File: config.mk
export PLATFORM = sky130hd
export DESIGN_NAME = lru_fully_associative_cache
export DESIGN_NICKNAME = d
export VERILOG_FILES = /design/src/hdl/lrufa_pkg.sv /design/src/hdl/lru_fully_associative_cache.sv
export SDC_FILE = /design/constraint.sdc
export NUM_CORES = 2
export LEC_CHECK = 0
export ABC_AREA = 1
export BUFFER_PORTS_ARGS = -buffer_cell sky130_fd_sc_hd__buf_4
export CORE_MARGIN = 2
export CORE_UTILIZATION = 35
export DETAILED_ROUTE_END_ITERATION = 12
export PLACE_DENSITY_LB_ADDON = 0.2
export SYNTH_ARGS = -nofsm -noshare
export SYNTH_HDL_FRONTEND = slang
export SYNTH_SLANG_ARGS = --single-unit
File: constraint.sdc
create_clock -name clk -period 7.27 [get_ports clk]
set_input_delay 1.454 -clock clk [delete_from_list [all_inputs] [get_ports clk]]
set_output_delay 1.454 -clock clk [all_outputs]
set_load 0.005 [all_outputs]
File: src/hdl/lrufa_pkg.sv
// ---------------------------------------------------------------------------
// lru cache package
// command codes, field widths and stream packing offsets
// ---------------------------------------------------------------------------
package lrufa_pkg;

  localparam int MAX_ENTRIES_DEF = 16;
  localparam int KEY_WIDTH_DEF   = 16;
  localparam int DATA_WIDTH_DEF  = 32;

  localparam int CMD_W   = 2;
  localparam int KEY_W   = 16;
  localparam int VALUE_W = 32;
  localparam int CAP_W   = 5;
  localparam int CNT_W   = 32;

  localparam logic [CAP_W-1:0] CAPACITY_RESET = 5'd10;

  // input stream packing
  localparam int IN_TDATA_W = 48;
  localparam int IN_TUSER_W = 2;
  localparam int KEY_LSB    = 0;
  localparam int VAL_LSB    = 16;

  // result stream packing
  localparam int OUT_TDATA_W = 112;
  localparam int OUT_TUSER_W = 2;
  localparam int RD_LSB      = 0;
  localparam int EVK_LSB     = 32;
  localparam int HTOT_LSB    = 48;
  localparam int MTOT_LSB    = 80;
  localparam int HIT_BIT     = 0;
  localparam int EVICT_BIT   = 1;

  typedef enum logic [CMD_W-1:0] {
    CMD_LOOKUP = 2'd0,
    CMD_LOAD   = 2'd1,
    CMD_CLEAR  = 2'd2
  } cmd_t;

endpackage

File: src/hdl/lru_fully_associative_cache.sv
// path: each item passes the input register, then the result register
// throughput: one item per cycle while out_tready does not stall the result; the parallel
//   key compare and rank update between the two registers set the cycle time
// reset: synchronous active-low rst_n empties the store, zeroes the counters and
//   sets capacity back to 10; key and data entries are not cleared
// ---------------------------------------------------------------------------
// lru fully associative cache
// key/value store with lookup, load and clear commands and lru replacement
// ---------------------------------------------------------------------------
module lru_fully_associative_cache #(
  parameter int MAX_ENTRIES = lrufa_pkg::MAX_ENTRIES_DEF,
  parameter int KEY_WIDTH   = lrufa_pkg::KEY_WIDTH_DEF,
  parameter int DATA_WIDTH  = lrufa_pkg::DATA_WIDTH_DEF
) (
  input  logic                               clk,
  input  logic                               rst_n,
  input  logic                               in_tvalid,
  output logic                               in_tready,
  input  logic [lrufa_pkg::IN_TDATA_W-1:0]   in_tdata,   // key[15:0], value[47:16]
  input  logic [lrufa_pkg::IN_TUSER_W-1:0]   in_tuser,   // cmd[1:0]
  output logic                               out_tvalid,
  input  logic                               out_tready,
  output logic [lrufa_pkg::OUT_TDATA_W-1:0]  out_tdata,  // read_data[31:0], evicted_key[47:32],
                                                         // hit_total[79:48], miss_total[111:80]
  output logic [lrufa_pkg::OUT_TUSER_W-1:0]  out_tuser,  // hit[0], evicted[1]
  input  logic                               cfg_valid,
  output logic                               cfg_ready,
  input  logic [lrufa_pkg::CAP_W-1:0]        cfg_data
);

  localparam int FW    = $clog2(MAX_ENTRIES + 1);
  localparam int AW    = $clog2(MAX_ENTRIES);
  localparam int CAPW  = lrufa_pkg::CAP_W;
  localparam int CMP_W = (FW > CAPW) ? FW : CAPW;
  localparam int KW_O  = lrufa_pkg::KEY_W;
  localparam int DW_O  = lrufa_pkg::VALUE_W;
  localparam int CW    = lrufa_pkg::CNT_W;

  // configuration
  logic [CAPW-1:0] cap_r;

  // input register
  logic                  in_vld_r;
  lrufa_pkg::cmd_t       cmd_r;
  logic [KEY_WIDTH-1:0]  key_r;
  logic [DATA_WIDTH-1:0] val_r;

  // store
  logic [KEY_WIDTH-1:0]  keys_r [MAX_ENTRIES];
  logic [DATA_WIDTH-1:0] data_r [MAX_ENTRIES];
  logic [MAX_ENTRIES-1:0] valid_r, valid_nxt;
  logic [AW-1:0]          age_r   [MAX_ENTRIES];
  logic [AW-1:0]          age_nxt [MAX_ENTRIES];
  logic [FW-1:0]          fill_r, fill_nxt;
  logic [CW-1:0]          hit_cnt_r, hit_cnt_nxt;
  logic [CW-1:0]          miss_cnt_r, miss_cnt_nxt;

  // lookup and replacement selection
  logic [MAX_ENTRIES-1:0] match, victim, free_sel, ins_sel;
  logic [MAX_ENTRIES-1:0] key_we, data_we;
  logic                   hit_any;
  logic [AW-1:0]          hit_rank, last_rank;
  logic [DATA_WIDTH-1:0]  hit_data;
  logic [KEY_WIDTH-1:0]   vic_key;
  logic [CMP_W-1:0]       cap_eff;
  logic                   full;

  // result register
  logic            out_vld_r;
  logic            hit_o_r, hit_o_nxt;
  logic            evict_o_r, evict_o_nxt;
  logic [DW_O-1:0] rd_o_r, rd_o_nxt;
  logic [KW_O-1:0] evk_o_r, evk_o_nxt;

  logic step;

  assign step      = in_vld_r && (!out_vld_r || out_tready);
  assign in_tready = !in_vld_r || step;
  assign cfg_ready = 1'b1;

  always_ff @(posedge clk) begin
    if (!rst_n) begin
      cap_r <= lrufa_pkg::CAPACITY_RESET;
    end else if (cfg_valid && cfg_ready) begin
      cap_r <= cfg_data;
    end
  end

  always_ff @(posedge clk) begin
    if (!rst_n) begin
      in_vld_r <= 1'b0;
    end else if (in_tready) begin
      in_vld_r <= in_tvalid;
    end
  end

  always_ff @(posedge clk) begin
    if (in_tvalid && in_tready) begin
      cmd_r <= lrufa_pkg::cmd_t'(in_tuser[lrufa_pkg::CMD_W-1:0]);
      key_r <= KEY_WIDTH'(in_tdata[lrufa_pkg::KEY_LSB +: KW_O]);
      val_r <= DATA_WIDTH'(in_tdata[lrufa_pkg::VAL_LSB +: DW_O]);
    end
  end

  // match, lru victim and lowest free slot
  always_comb begin
    last_rank = AW'(fill_r - FW'(1));
    hit_rank  = '0;
    hit_data  = '0;
    vic_key   = '0;
    for (int i = 0; i < MAX_ENTRIES; i++) begin
      match[i]  = valid_r[i] && (keys_r[i] == key_r);
      victim[i] = valid_r[i] && (age_r[i] == last_rank);
      if (match[i]) begin
        hit_rank = hit_rank | age_r[i];
        hit_data = hit_data | data_r[i];
      end
      if (victim[i]) begin
        vic_key = vic_key | keys_r[i];
      end
    end
    hit_any  = |match;
    free_sel = ~valid_r & (valid_r + MAX_ENTRIES'(1));

    if (cap_r == '0) begin
      cap_eff = CMP_W'(1);
    end else if (CMP_W'(cap_r) > CMP_W'(MAX_ENTRIES)) begin
      cap_eff = CMP_W'(MAX_ENTRIES);
    end else begin
      cap_eff = CMP_W'(cap_r);
    end
    full    = CMP_W'(fill_r) >= cap_eff;
    ins_sel = full ? victim : free_sel;
  end

  // next state and result
  always_comb begin
    valid_nxt    = valid_r;
    age_nxt      = age_r;
    fill_nxt     = fill_r;
    hit_cnt_nxt  = hit_cnt_r;
    miss_cnt_nxt = miss_cnt_r;
    key_we       = '0;
    data_we      = '0;
    hit_o_nxt    = 1'b0;
    evict_o_nxt  = 1'b0;
    rd_o_nxt     = '0;
    evk_o_nxt    = '0;

    case (cmd_r)
      lrufa_pkg::CMD_LOOKUP, lrufa_pkg::CMD_LOAD: begin
        if (hit_any) begin
          // touch: younger entries age by one, hit entry becomes newest
          for (int i = 0; i < MAX_ENTRIES; i++) begin
            if (match[i]) begin
              age_nxt[i] = '0;
            end else if (valid_r[i] && (age_r[i] < hit_rank)) begin
              age_nxt[i] = age_r[i] + AW'(1);
            end
          end
          hit_o_nxt = 1'b1;
          if (cmd_r == lrufa_pkg::CMD_LOOKUP) begin
            rd_o_nxt    = DW_O'(hit_data);
            hit_cnt_nxt = hit_cnt_r + CW'(1);
          end else begin
            data_we = match;
          end
        end else if (cmd_r == lrufa_pkg::CMD_LOOKUP) begin
          miss_cnt_nxt = miss_cnt_r + CW'(1);
        end else begin
          // new key: replace the lru entry when full, else take a free slot
          for (int i = 0; i < MAX_ENTRIES; i++) begin
            if (ins_sel[i]) begin
              age_nxt[i]   = '0;
              valid_nxt[i] = 1'b1;
            end else if (valid_r[i]) begin
              age_nxt[i] = age_r[i] + AW'(1);
            end
          end
          key_we  = ins_sel;
          data_we = ins_sel;
          if (full) begin
            evict_o_nxt = 1'b1;
            evk_o_nxt   = KW_O'(vic_key);
          end else begin
            fill_nxt = fill_r + FW'(1);
          end
        end
      end
      lrufa_pkg::CMD_CLEAR: begin
        valid_nxt    = '0;
        fill_nxt     = '0;
        hit_cnt_nxt  = '0;
        miss_cnt_nxt = '0;
      end
      default: begin
      end
    endcase
  end

  always_ff @(posedge clk) begin
    if (!rst_n) begin
      valid_r    <= '0;
      fill_r     <= '0;
      hit_cnt_r  <= '0;
      miss_cnt_r <= '0;
      for (int i = 0; i < MAX_ENTRIES; i++) begin
        age_r[i] <= '0;
      end
    end else if (step) begin
      valid_r    <= valid_nxt;
      fill_r     <= fill_nxt;
      hit_cnt_r  <= hit_cnt_nxt;
      miss_cnt_r <= miss_cnt_nxt;
      age_r      <= age_nxt;
    end
  end

  always_ff @(posedge clk) begin
    if (step) begin
      for (int i = 0; i < MAX_ENTRIES; i++) begin
        if (key_we[i]) begin
          keys_r[i] <= key_r;
        end
        if (data_we[i]) begin
          data_r[i] <= val_r;
        end
      end
    end
  end

  always_ff @(posedge clk) begin
    if (!rst_n) begin
      out_vld_r <= 1'b0;
    end else if (step) begin
      out_vld_r <= 1'b1;
    end else if (out_tready) begin
      out_vld_r <= 1'b0;
    end
  end

  always_ff @(posedge clk) begin
    if (step) begin
      hit_o_r   <= hit_o_nxt;
      evict_o_r <= evict_o_nxt;
      rd_o_r    <= rd_o_nxt;
      evk_o_r   <= evk_o_nxt;
    end
  end

  // counters are shown after the step, taken from their next values
  logic [CW-1:0] htot_o_r, mtot_o_r;

  always_ff @(posedge clk) begin
    if (step) begin
      htot_o_r <= hit_cnt_nxt;
      mtot_o_r <= miss_cnt_nxt;
    end
  end

  assign out_tvalid = out_vld_r;
  assign out_tdata  = {mtot_o_r, htot_o_r, evk_o_r, rd_o_r};
  assign out_tuser  = {evict_o_r, hit_o_r};

endmodule

==> results.toml <==
[status]
status = "finished clean"

[sta]
fmax_mhz = 190
max_slew_margin = 0.220
setup-tns-final_ps = 0
slew_viol_final = 0
finalHoldViolCount = 0
worst_slew_pin_slew_ps = 1170
rsz0062_at_grt = "no"
finalSetupViolations = 0
period_share = 0.723
period_needed_ps = 5260
skew_ps = 84.4

[die]
core_mm2 = 0.146
die_y_um = 388
rows = 140
initial_core_util = 0.353
die_area_mm2 = 0.151
ioPinCount = 177
die_w_um = 388

[routing]
totalWireLength_um = 198000
dr.pass1.iters = 6
wl_per_cell_um = 27.5
post_drt_via_cell_ratio = 5.59
drt-initial-drc-count = 4952
vias = 40194
route.detailed.drc = 0
antenna_left = 0

[yosys]
synthFlopType = "edfxtp_1"
yosys_warnings = 0
syn_inst = 4963
synth_seq_cells = 1088
synth_cell_types = 74
synth_edf_count = 932
synth_area_mm2 = 0.0516
ys_seq_area_frac = 0.603
syn_avg_cell_area_um2 = 10.4
synth_nets = 5100
ys_async_sr_fraction = 0

[placement]
dp_hpwl_um = 133000
gp_congestion = 1.02
portBuffers = 175
dpl-instance-area_mm2 = 0.0552

[setup_path]
path_max_fanout = 22
required_ps = 7670
r2r_slack_ps = 2010
r2r-start = "key_r[10]$_DFFE_PP_"
path_class = "reg -> reg"
crit_buf_inv = 3
cp_num_cells = 13
slowest_delay_ps = 730
worstPathArrival_ps = 5660
r2r_cells = 13
rr_endpoint = "data_r[0][192]$_DFFE_PP_"
end_kind = "register"
crit_chain = "buf_4 > inv_2 > nand2_1 > nand4_1 > nor3_2 > nand3_2 > nand2_2 > nor2_4 > nand4_4 > nand2_1 > o21ai_0 > nor2_4 > buf_4"
crit_path_start_kind = "register"
crit_family = "simple AND/OR/NAND/NOR gates"
cp_slowest_cell = "nor2_4"

[pwr]
leakagePower_uw = 0.0219
powerDensity_mw_per_mm2 = 236
peakVddDrop_mv = 0.226

[clock_tree]
clock_sinks = 1088
cts_max_level = 3
clockBufferDepth = 3
insertion_delay_ps = 800
cts_tree = "built"
cts_buffers = 116
cts_root_buf = "clkbuf_16"
postCtsSetupRepairBufs = 0
hold_buffers = 0
cts_resized = 0
path_clk_slew_ps = 60

[layout]
drive_gt1_frac = 0.121
fin_nets = 5311
fillerInstances = 14195
n_antenna_cell = 0
final_cell_mix = "nand2_1 (1016), edfxtp_1 (932), inv_1 (546)"
fin_util = 0.405
final_common_cell = "nand2_1"
stdcell_area_mm2 = 0.0591
area.growth.synth_to_final_pct = 14.5

[grt]
grt-ovfl-total = 0
grtUsageTotal = 0.258
grt_pass1_vias = 38229
grt_pass1_wl_um = 282000
grt_max_degree = 101
antenna_found_initial = 4

[flow_run]
drv_cap = 0

[worst_hold_path]
min_path_cells = 2
min_from = "cap_r[0]$_SDFFE_PN0P_"
hp-class = "reg -> reg"
min_to = "cap_r[0]$_SDFFE_PN0P_"
## synthesized netlist by cell type (all sizes together) (74+ instances only)
cell type / n / area, µm²
a22o: 107 / 937
edfxtp: 932 / 28000
nand2: 1046 / 4030
ha: 77 / 963
nand3: 245 / 1350
a221oi: 192 / 1680
nor2: 447 / 1850
inv: 589 / 2230
clkbuf: 97 / 365
a21oi: 181 / 1090
o21ai: 247 / 1240
nand4: 114 / 728
dfxtp: 156 / 3120
o22ai: 79 / 494
buf: 74 / 609
## routing by layer
layer / wire [µm] / up-vias / track usage
met5: 28 / - / 0
met2: 87900 / 1926 / 0.397
li1: - / 18060 / -
met1: 86000 / 19852 / 0.364
met4: 8330 / 4 / 0.107
met3: 15800 / 352 / 0.0376
## final cells by class
cell class                 count  area (µm²)  area share
clock inverter                76         917      0.0155
sequential                  1088       31100       0.526
tap                         1917        2400      0.0406
multi-input combinational   3109       17400       0.295
inverter                     595        2260      0.0382
clock buffer                 143        3040      0.0515
timing repair buffer         264        1980      0.0335
## per-stage QoR
step                hold WS (ps)  total power (µW)  std cells  worst slack, ps
finish                       481             14000       7192             2010
floorplan                    439              7550       4963             1620
global route                 519             14400       7192             1830
detailed placement           466              7900       6973             2030
CTS                          475             14100       7192             2060
global placement             454              7900       6973             2030
## worst register-to-register path: stages (launching register included)
cell and delay [ps]:
edfxtp_1 620, buf_4 330, inv_2 570, nand2_1 170
nand4_1 160, nor3_2 70, nand3_2 300, nand2_2 120
nor2_4 180, nand4_4 540, nand2_1 270, o21ai_0 370
nor2_4 740, buf_4 500
## registers in the layout, summed over array words and instances (netlist names), 2 cells and up
register and cells:
data_r 512, keys_r 256, age_r 64, hit_cnt_r 32
htot_o_r 32, miss_cnt_r 32, mtot_o_r 32, rd_o_r 32
val_r 32, evk_o_r 16, key_r 16, valid_r 16
cap_r 5, fill_r 5, cmd_r 2
## worst max path at each step
stage / slack [ps] / to / startpoint
global placement: 2030 / data_r[0][222]$_DFFE_PP_ / key_r[10]$_DFFE_PP_
CTS: 2060 / data_r[0][192]$_DFFE_PP_ / key_r[10]$_DFFE_PP_
detailed placement: 2030 / data_r[0][222]$_DFFE_PP_ / key_r[10]$_DFFE_PP_
floorplan: 1620 / evict_o_r$_SDFFCE_PP0P_ / out_tready
finish: 2010 / data_r[0][192]$_DFFE_PP_ / key_r[10]$_DFFE_PP_
global route: 1830 / age_r[52]$_SDFFE_PN0P_ / key_r[10]$_DFFE_PP_
## report_power, final
group | internal (µW) | leakage [µW] | switching [µW]
Combinational | 217 | 0.0102 | 537
Clock | 3530 | 0.00191 | 2640
Sequential | 6900 | 0.00976 | 126
## kinds of logic (layout without fill, tap and decap cells)
| logic type | Yosys count | in the layout | share of synthesized area |
|---|---|---|---|
| compound gates | 898 | 898 | 0.120 |
| xor+xnor | 105 | 105 | 0.0186 |
| fa+ha+maj | 77 | 77 | 0.0187 |
| buf+inv | 766 | 1078 | 0.0625 |
| flops | 1088 | 1088 | 0.603 |
| other cells | 1 | 1 | 0.0000726 |
| simple gates | 2028 | 2028 | 0.177 |
Power figures use the tool's default switching activity.
